$ cat config.mk
export PLATFORM = sky130hd
export DESIGN_NAME = lfrf_seq_flat
export DESIGN_NICKNAME = d
export VERILOG_FILES = /design/src/hdl/line_framed_rx_fifo_core_macros.svh /design/src/hdl/lfrf_pkg.sv /design/src/hdl/lfrf_if.sv /design/src/hdl/lfrf_seq.sv /design/src/flat_wrapper.sv
export SDC_FILE = /design/constraint.sdc
export NUM_CORES = 1
export LEC_CHECK = 0
export ABC_AREA = 1
export BUFFER_PORTS_ARGS = -buffer_cell sky130_fd_sc_hd__buf_2
export CAP_MARGIN = 40
export CORE_UTILIZATION = 40
export CTS_CLUSTER_DIAMETER = 60
export CTS_CLUSTER_SIZE = 28
export DETAILED_ROUTE_END_ITERATION = 8
export GPL_TIMING_DRIVEN = 0
export PLACE_DENSITY = 0.71
export SETUP_SLACK_MARGIN = 0.02
export SYNTH_ARGS = -nofsm -noshare
export SYNTH_HDL_FRONTEND = slang
export SYNTH_SLANG_ARGS = --single-unit
export TNS_END_PERCENT = 30
$ cat constraint.sdc
create_clock -name clk -period 3.1 [get_ports clk]
set_input_delay 0.62 -clock clk [delete_from_list [all_inputs] [get_ports clk]]
set_output_delay 0.62 -clock clk [all_outputs]
set_load 0.05 [all_outputs]
$ cat src/hdl/line_framed_rx_fifo_core_macros.svh
// assertion helpers, clocked on clk and disabled in reset
`ifndef LINE_FRAMED_RX_FIFO_CORE_MACROS_SVH
`define LINE_FRAMED_RX_FIFO_CORE_MACROS_SVH

// same-cycle implication
`define LFRF_ASSERT_IMP(lbl, ante, cons, msg) \
	lbl: assert property (@(posedge clk) disable iff (!arst_n) (ante) |-> (cons)) \
		else $error(msg);

// next-cycle implication
`define LFRF_ASSERT_NXT(lbl, ante, cons, msg) \
	lbl: assert property (@(posedge clk) disable iff (!arst_n) (ante) |=> (cons)) \
		else $error(msg);

`endif

$ cat src/hdl/lfrf_pkg.sv
`default_nettype none
package lfrf_pkg;

	localparam int DEPTH = 2048;
	localparam int AW = $clog2(DEPTH);
	localparam int CW = (AW > 6) ? AW : 6;
	localparam int LINE_MAX = 64;

	localparam logic [1:0] KIND_PUSH = 2'd0;
	localparam logic [1:0] KIND_LINE = 2'd1;
	localparam logic [1:0] KIND_CHUNK = 2'd2;

	localparam logic [2:0] ST_STORED = 3'd0;
	localparam logic [2:0] ST_DROPPED = 3'd1;
	localparam logic [2:0] ST_LINE_BYTE = 3'd2;
	localparam logic [2:0] ST_LINE_END = 3'd3;
	localparam logic [2:0] ST_NO_LINE = 3'd4;
	localparam logic [2:0] ST_CHUNK_BYTE = 3'd5;
	localparam logic [2:0] ST_EMPTY = 3'd6;

	localparam logic [7:0] CHAR_CR = 8'h0D;
	localparam logic [7:0] CHAR_LF = 8'h0A;

	typedef struct packed {
		logic [2:0] status;
		logic [7:0] data_byte;
		logic [5:0] line_length;
		logic [7:0] term_first;
		logic [1:0] term_count;
		logic last;
	} res_t;

	function automatic logic [AW-1:0] wrap_next(input logic [AW-1:0] i);
		return (i == AW'(DEPTH - 1)) ? '0 : i + 1'b1;
	endfunction

endpackage
`default_nettype wire

$ cat src/hdl/lfrf_if.sv
`default_nettype none
interface lfrf_in_if;
	logic valid;
	logic ready;
	logic [1:0] kind;
	logic [7:0] rx_byte;
	logic [5:0] max_count;
	modport source (output valid, output kind, output rx_byte, output max_count, input ready);
	modport sink (input valid, input kind, input rx_byte, input max_count, output ready);
endinterface

`default_nettype wire

$ cat src/hdl/lfrf_seq.sv
`default_nettype none
module lfrf_seq (
	input wire logic clk,
	input wire logic arst_n,
	lfrf_in_if.sink req,
	input wire logic out_free,
	input wire logic [5:0] lim,
	output logic emit,
	output lfrf_pkg::res_t res,
	output logic ram_we,
	output logic [lfrf_pkg::AW-1:0] ram_waddr,
	output logic [7:0] ram_wdata,
	output logic ram_re,
	output logic [lfrf_pkg::AW-1:0] ram_raddr,
	input wire logic [7:0] ram_rdata
);

	typedef enum logic [2:0] {
		S_IDLE,
		S_SCAN,
		S_LFCHK,
		S_LNRD,
		S_LNOUT,
		S_LNEND,
		S_NOLINE,
		S_CHOUT
	} state_t;

	state_t state_q;
	logic [lfrf_pkg::AW-1:0] wr_q, rd_q, idx_q, len_q, p_q;
	logic [5:0] k_q, cnt_q;
	logic [7:0] t0_q;
	logic [1:0] tlen_q;

	logic acc, is_term, chunk_last, full;
	logic [lfrf_pkg::AW-1:0] idx_nx, p_nx, wr_nx;
	logic [5:0] elen;

	assign req.ready = (state_q == S_IDLE) && out_free;
	assign acc = req.valid && req.ready;
	assign is_term = (ram_rdata == lfrf_pkg::CHAR_CR) || (ram_rdata == lfrf_pkg::CHAR_LF);
	assign idx_nx = lfrf_pkg::wrap_next(idx_q);
	assign p_nx = lfrf_pkg::wrap_next(p_q);
	assign wr_nx = lfrf_pkg::wrap_next(wr_q);
	assign full = (wr_nx == rd_q);
	assign elen = (lfrf_pkg::CW'(len_q) >= lfrf_pkg::CW'(lim)) ? lim : 6'(len_q);
	assign chunk_last = (cnt_q == 6'd1) || (p_nx == wr_q)
		|| (p_q == lfrf_pkg::AW'(lfrf_pkg::DEPTH - 1));

	always_comb begin
		ram_we = 1'b0;
		ram_waddr = wr_q;
		ram_wdata = req.rx_byte;
		ram_re = 1'b0;
		ram_raddr = idx_q;
		emit = 1'b0;
		res = '0;
		case (state_q)
			S_IDLE: begin
				if (acc) begin
					case (req.kind)
						lfrf_pkg::KIND_PUSH: begin
							emit = 1'b1;
							res.last = 1'b1;
							if (full) begin
								res.status = lfrf_pkg::ST_DROPPED;
							end else begin
								ram_we = 1'b1;
								res.status = lfrf_pkg::ST_STORED;
							end
						end
						lfrf_pkg::KIND_LINE: begin
							if (wr_q == rd_q) begin
								emit = 1'b1;
								res.status = lfrf_pkg::ST_NO_LINE;
								res.last = 1'b1;
							end else begin
								ram_re = 1'b1;
								ram_raddr = rd_q;
							end
						end
						lfrf_pkg::KIND_CHUNK: begin
							if ((wr_q == rd_q) || (req.max_count == 6'd0)) begin
								emit = 1'b1;
								res.status = lfrf_pkg::ST_EMPTY;
								res.last = 1'b1;
							end else begin
								ram_re = 1'b1;
								ram_raddr = rd_q;
							end
						end
						default: ;
					endcase
				end
			end
			S_SCAN: begin
				if (!is_term || ram_rdata == lfrf_pkg::CHAR_CR) begin
					ram_re = (idx_nx != wr_q);
					ram_raddr = idx_nx;
				end
			end
			S_LNRD: begin
				ram_re = (k_q != elen);
				ram_raddr = p_q;
			end
			S_LNOUT: begin
				emit = out_free;
				res.status = lfrf_pkg::ST_LINE_BYTE;
				res.data_byte = ram_rdata;
			end
			S_LNEND: begin
				emit = out_free;
				res.status = lfrf_pkg::ST_LINE_END;
				res.line_length = elen;
				res.term_first = t0_q;
				res.term_count = tlen_q;
				res.last = 1'b1;
			end
			S_NOLINE: begin
				emit = out_free;
				res.status = lfrf_pkg::ST_NO_LINE;
				res.last = 1'b1;
			end
			S_CHOUT: begin
				emit = out_free;
				res.status = lfrf_pkg::ST_CHUNK_BYTE;
				res.data_byte = ram_rdata;
				res.last = chunk_last;
				ram_re = out_free && !chunk_last;
				ram_raddr = p_nx;
			end
			default: ;
		endcase
	end

	always_ff @(posedge clk or negedge arst_n) begin
		if (!arst_n) begin
			state_q <= S_IDLE;
			wr_q <= '0;
			rd_q <= '0;
			idx_q <= '0;
			len_q <= '0;
			p_q <= '0;
			k_q <= '0;
			cnt_q <= '0;
			t0_q <= '0;
			tlen_q <= '0;
		end else begin
			case (state_q)
				S_IDLE: begin
					if (acc) begin
						case (req.kind)
							lfrf_pkg::KIND_PUSH: begin
								if (!full) begin
									wr_q <= wr_nx;
								end
							end
							lfrf_pkg::KIND_LINE: begin
								if (wr_q != rd_q) begin
									idx_q <= rd_q;
									len_q <= '0;
									state_q <= S_SCAN;
								end
							end
							lfrf_pkg::KIND_CHUNK: begin
								if ((wr_q != rd_q) && (req.max_count != 6'd0)) begin
									p_q <= rd_q;
									cnt_q <= req.max_count;
									state_q <= S_CHOUT;
								end
							end
							default: ;
						endcase
					end
				end
				S_SCAN: begin
					idx_q <= idx_nx;
					if (is_term) begin
						t0_q <= ram_rdata;
						p_q <= rd_q;
						k_q <= '0;
						if ((ram_rdata == lfrf_pkg::CHAR_CR) && (idx_nx != wr_q)) begin
							state_q <= S_LFCHK;
						end else begin
							tlen_q <= 2'd1;
							state_q <= S_LNRD;
						end
					end else begin
						len_q <= len_q + 1'b1;
						if (idx_nx == wr_q) begin
							state_q <= S_NOLINE;
						end
					end
				end
				S_LFCHK: begin
					if (ram_rdata == lfrf_pkg::CHAR_LF) begin
						tlen_q <= 2'd2;
						idx_q <= idx_nx;
					end else begin
						tlen_q <= 2'd1;
					end
					state_q <= S_LNRD;
				end
				S_LNRD: begin
					state_q <= (k_q == elen) ? S_LNEND : S_LNOUT;
				end
				S_LNOUT: begin
					if (out_free) begin
						p_q <= p_nx;
						k_q <= k_q + 1'b1;
						state_q <= S_LNRD;
					end
				end
				S_LNEND: begin
					if (out_free) begin
						rd_q <= idx_q;
						state_q <= S_IDLE;
					end
				end
				S_NOLINE: begin
					if (out_free) begin
						state_q <= S_IDLE;
					end
				end
				S_CHOUT: begin
					if (out_free) begin
						if (chunk_last) begin
							rd_q <= p_nx;
							state_q <= S_IDLE;
						end else begin
							p_q <= p_nx;
							cnt_q <= cnt_q - 1'b1;
						end
					end
				end
				default: state_q <= S_IDLE;
			endcase
		end
	end

endmodule
`default_nettype wire

$ cat src/flat_wrapper.sv
// flat-port wrapper written by rule: the top's interface ports become plain ports
module lfrf_seq_flat 
  (clk, arst_n, out_free, lim, emit, res, ram_we, ram_waddr, ram_wdata, ram_re, ram_raddr, ram_rdata, req_valid, req_kind, req_rx_byte, req_max_count, req_ready);
  lfrf_in_if req_i ();
  input wire logic clk;
  input wire logic arst_n;
  input wire logic out_free;
  input wire logic [5:0] lim;
  output logic emit;
  output lfrf_pkg::res_t res;
  output logic ram_we;
  output logic [lfrf_pkg::AW-1:0] ram_waddr;
  output logic [7:0] ram_wdata;
  output logic ram_re;
  output logic [lfrf_pkg::AW-1:0] ram_raddr;
  input wire logic [7:0] ram_rdata;
  input wire logic [$bits(req_i.valid)-1:0] req_valid;
  input wire logic [$bits(req_i.kind)-1:0] req_kind;
  input wire logic [$bits(req_i.rx_byte)-1:0] req_rx_byte;
  input wire logic [$bits(req_i.max_count)-1:0] req_max_count;
  output wire logic [$bits(req_i.ready)-1:0] req_ready;
  assign req_i.valid = req_valid;
  assign req_i.kind = req_kind;
  assign req_i.rx_byte = req_rx_byte;
  assign req_i.max_count = req_max_count;
  assign req_ready = req_i.ready;
  lfrf_seq u_core (.clk(clk), .arst_n(arst_n), .req(req_i), .out_free(out_free), .lim(lim), .emit(emit), .res(res), .ram_we(ram_we), .ram_waddr(ram_waddr), .ram_wdata(ram_wdata), .ram_re(ram_re), .ram_raddr(ram_raddr), .ram_rdata(ram_rdata));
endmodule
==> flow_summary.ini <==
[worst_setup_path]
startpoint_type = register
crit_required_ns = 2.48
worst_path_max_delay_cell = dfrtp_2
slowest_delay_ns = 0.47
crit_chain = clkinvlp_4 -> nand2_2 -> nand3_2 -> nor2_4 -> nand3_4 -> inv_2 -> nand2_2 -> nand3_4 -> a22oi_2 -> buf_6 -> o211ai_1 -> buf_4
arrival_ns = 2.68
cp_max_fo = 6
r2r_setup_slack_ns = 0.03
timing.rr.end = u_core.state_q[0]
reg2reg_depth = 21
path_depth = 12
r2r_start = u_core.ram_waddr[9]
cp_top_family = buffers and inverters
path_buf_inv = 4
end_kind = primary output
critical_path_class = reg -> out

[cells_and_area]
fillers = 1524
regArea_um2 = 2030
area_delta_synth_final_pct = 35.5
final_cell_mix = nand2_1, inv_1, buf_4
utilization = 0.561
num_antenna_cells = 0
multiInputGateArea_um2 = 4730
drive_gt1_frac = 0.296
layout_commonest_cell = nand2_1
nets = 1318

[die]
die_w_um = 134
rows = 47
initial_utilization = 0.414
core_um2 = 16800
ios = 96
fp.dieH_um = 134
floorplan.die_area_um2 = 17900

[sta]
max_freq_ghz = 0.303
setup_viol = 11
post-route-period-util = 1.07
drv_slew = 0
finalHoldViolCount = 0
fin_ws_ns = -0.202
relSlewSlack = 0.560
fin_crit_ns = 3.30
tightest_slew_ns = 0.657
finalClockSkew_ns = 0.0124
rsz0062_at_grt = true

[global_route]
antenna_found_initial = 0
grt_remaining_overflow = 0
grt_usage = 0.283
grt_pass1_vias = 7485
grt_first_pass_wirelength_um = 39300
grt_max_degree = 47

[synthesis]
synth_seq_cells = 80
synth_edf_count = 0
synthCells = 1082
syn_nets = 1133
ys_seq_area_frac = 0.288
synth_cell_types = 46
yosys_warnings = 0
synth_flop_cell = dfrtp_1
synthArstFlopShare = 1.00
avgSynthCellArea_um2 = 6.42
synthesis.area_um2 = 6950

[placed_design]
gp_congestion = 0.970
post-place-ws_ns = -0.260
dp_hpwl_um = 17800
io_buffer_count = 86

[cts]
cts_sinks = 80
clock_latency_ns = 0.36
clk_pin_slew_ns = 0.07
cts_tree = yes
htree_levels = 3
cts_buffer_depth = 2
root_buffer = clkbuf_16
numCtsBuffers = 9

[power]
seq_power_share = 0.206
ir_drop_mv = 0.940
pwr-share-clk = 0.123
p_sw_uw = 4790
power_per_cell_area_nw_per_um2 = 934
p_int_uw = 4000
leakagePower_uw = 0.00471
pwr-share-comb = 0.670
p_sw_frac = 0.545

[routing]
wire_per_inst_um = 17.6
vias = 8371
first_pass_iters = 6
ant_nets = 0
drc = 0
wirelength_um = 26200
via_per_inst = 5.61
drt_iter0_markers = 908

[outcome]
status = finished, violations left
violations = setup timing

[job]
maxCapViolCount = 0

[min_path]
hold_class = in -> async
## layout make-up
cell class	instances	share of cell area
sequential	80	0.216
clock inverter	6	0.00532
tap	220	0.0293
inverter	127	0.0535
buffer	41	0.0307
clock buffer	10	0.0254
multi-input combinational	828	0.503
timing repair buffer	180	0.138
## how the worst max path moves through the flow
stage               slack, ns           startpoint           end
floorplan                0.03               lim[5]        ram_re
global placement        -0.25  u_core.ram_waddr[6]        ram_we
detailed placement      -0.26               lim[5]        ram_re
CTS                     -0.13      u_core.len_q[0]        ram_re
global route            -0.33      u_core.len_q[0]        ram_re
finish                  -0.20  u_core.ram_waddr[0]  ram_raddr[6]
## through the flow
stage	setup TNS, ns	instance area, µm²	cells	power [µW]	hold WS, ns
global placement	-1.24	7710	1388	6300	0.432
finish	-1.41	9410	1492	8790	0.208
global route	-2.51	9410	1492	9310	0.248
floorplan	0	7010	1082	5110	0.324
detailed placement	-1.20	7740	1389	6350	0.443
CTS	-0.557	8800	1458	8050	0.225
## registers in the layout, indices dropped and copies added (netlist names)
signal / cells
u_core.state_q: 3
u_core.t0_q: 8
u_core.ram_waddr: 11
u_core.k_q: 6
u_core.p_q: 11
u_core.tlen_q: 2
u_core.len_q: 11
u_core.rd_q: 11
u_core.cnt_q: 6
u_core.idx_q: 11
## metal layers
layer / wire [µm] / vias up / GRT usage / part of all wire
li1: - / 3903 / - / -
met1: 10500 / 3839 / 0.364 / 0.40
met2: 12100 / 519 / 0.457 / 0.46
met3: 2600 / 110 / 0.0669 / 0.099
met4: 1090 / 0 / 0.112 / 0.041
met5: 0 / - / 0 / 0
## synthesized netlist by cell type, types with 15 or more instances
cell	count	area, µm²
ha_1	17	213
a21oi_1	25	125
o211ai_1	23	173
o21ai_0	71	355
nand3_1	107	536
inv_1	121	454
nand4_1	32	200
nor3_1	15	75.1
xor2_1	21	184
nor2_1	91	342
dfrtp_1	80	2000
nand2_1	332	1250
## cells by family (layout without fill, tap and decap cells)
group / Yosys count / count (layout) / share of synthesized area
xor+xnor: 30 / 30 / 0.0378
fa+ha+maj: 17 / 17 / 0.0306
compound gates: 153 / 153 / 0.127
buf+inv: 175 / 364 / 0.111
simple gates: 627 / 628 / 0.406
flops: 80 / 80 / 0.288
## power by group through the flow
| stage | combinational, µW | sequential (µW) | clock, µW |
|---|---|---|---|
| 3_5_place_dp | 4560 | 1790 | 0 |
| 6_report | 5890 | 1810 | 1080 |
| 2_1_floorplan | 3430 | 1680 | 0 |
| 5_1_grt | 6340 | 1840 | 1140 |
| 3_3_place_gp | 4520 | 1780 | 0 |
| 4_1_cts | 5160 | 1790 | 1100 |
## what timing repair did
action,CTS,global route
resized for setup,102,90
pin swaps,30,42
hold buffers,0,0
setup buffers,57,36
gates cloned,2,0
endpoints found under the setup margin,17,25
No activity file was read; power rests on OpenSTA's default activity.
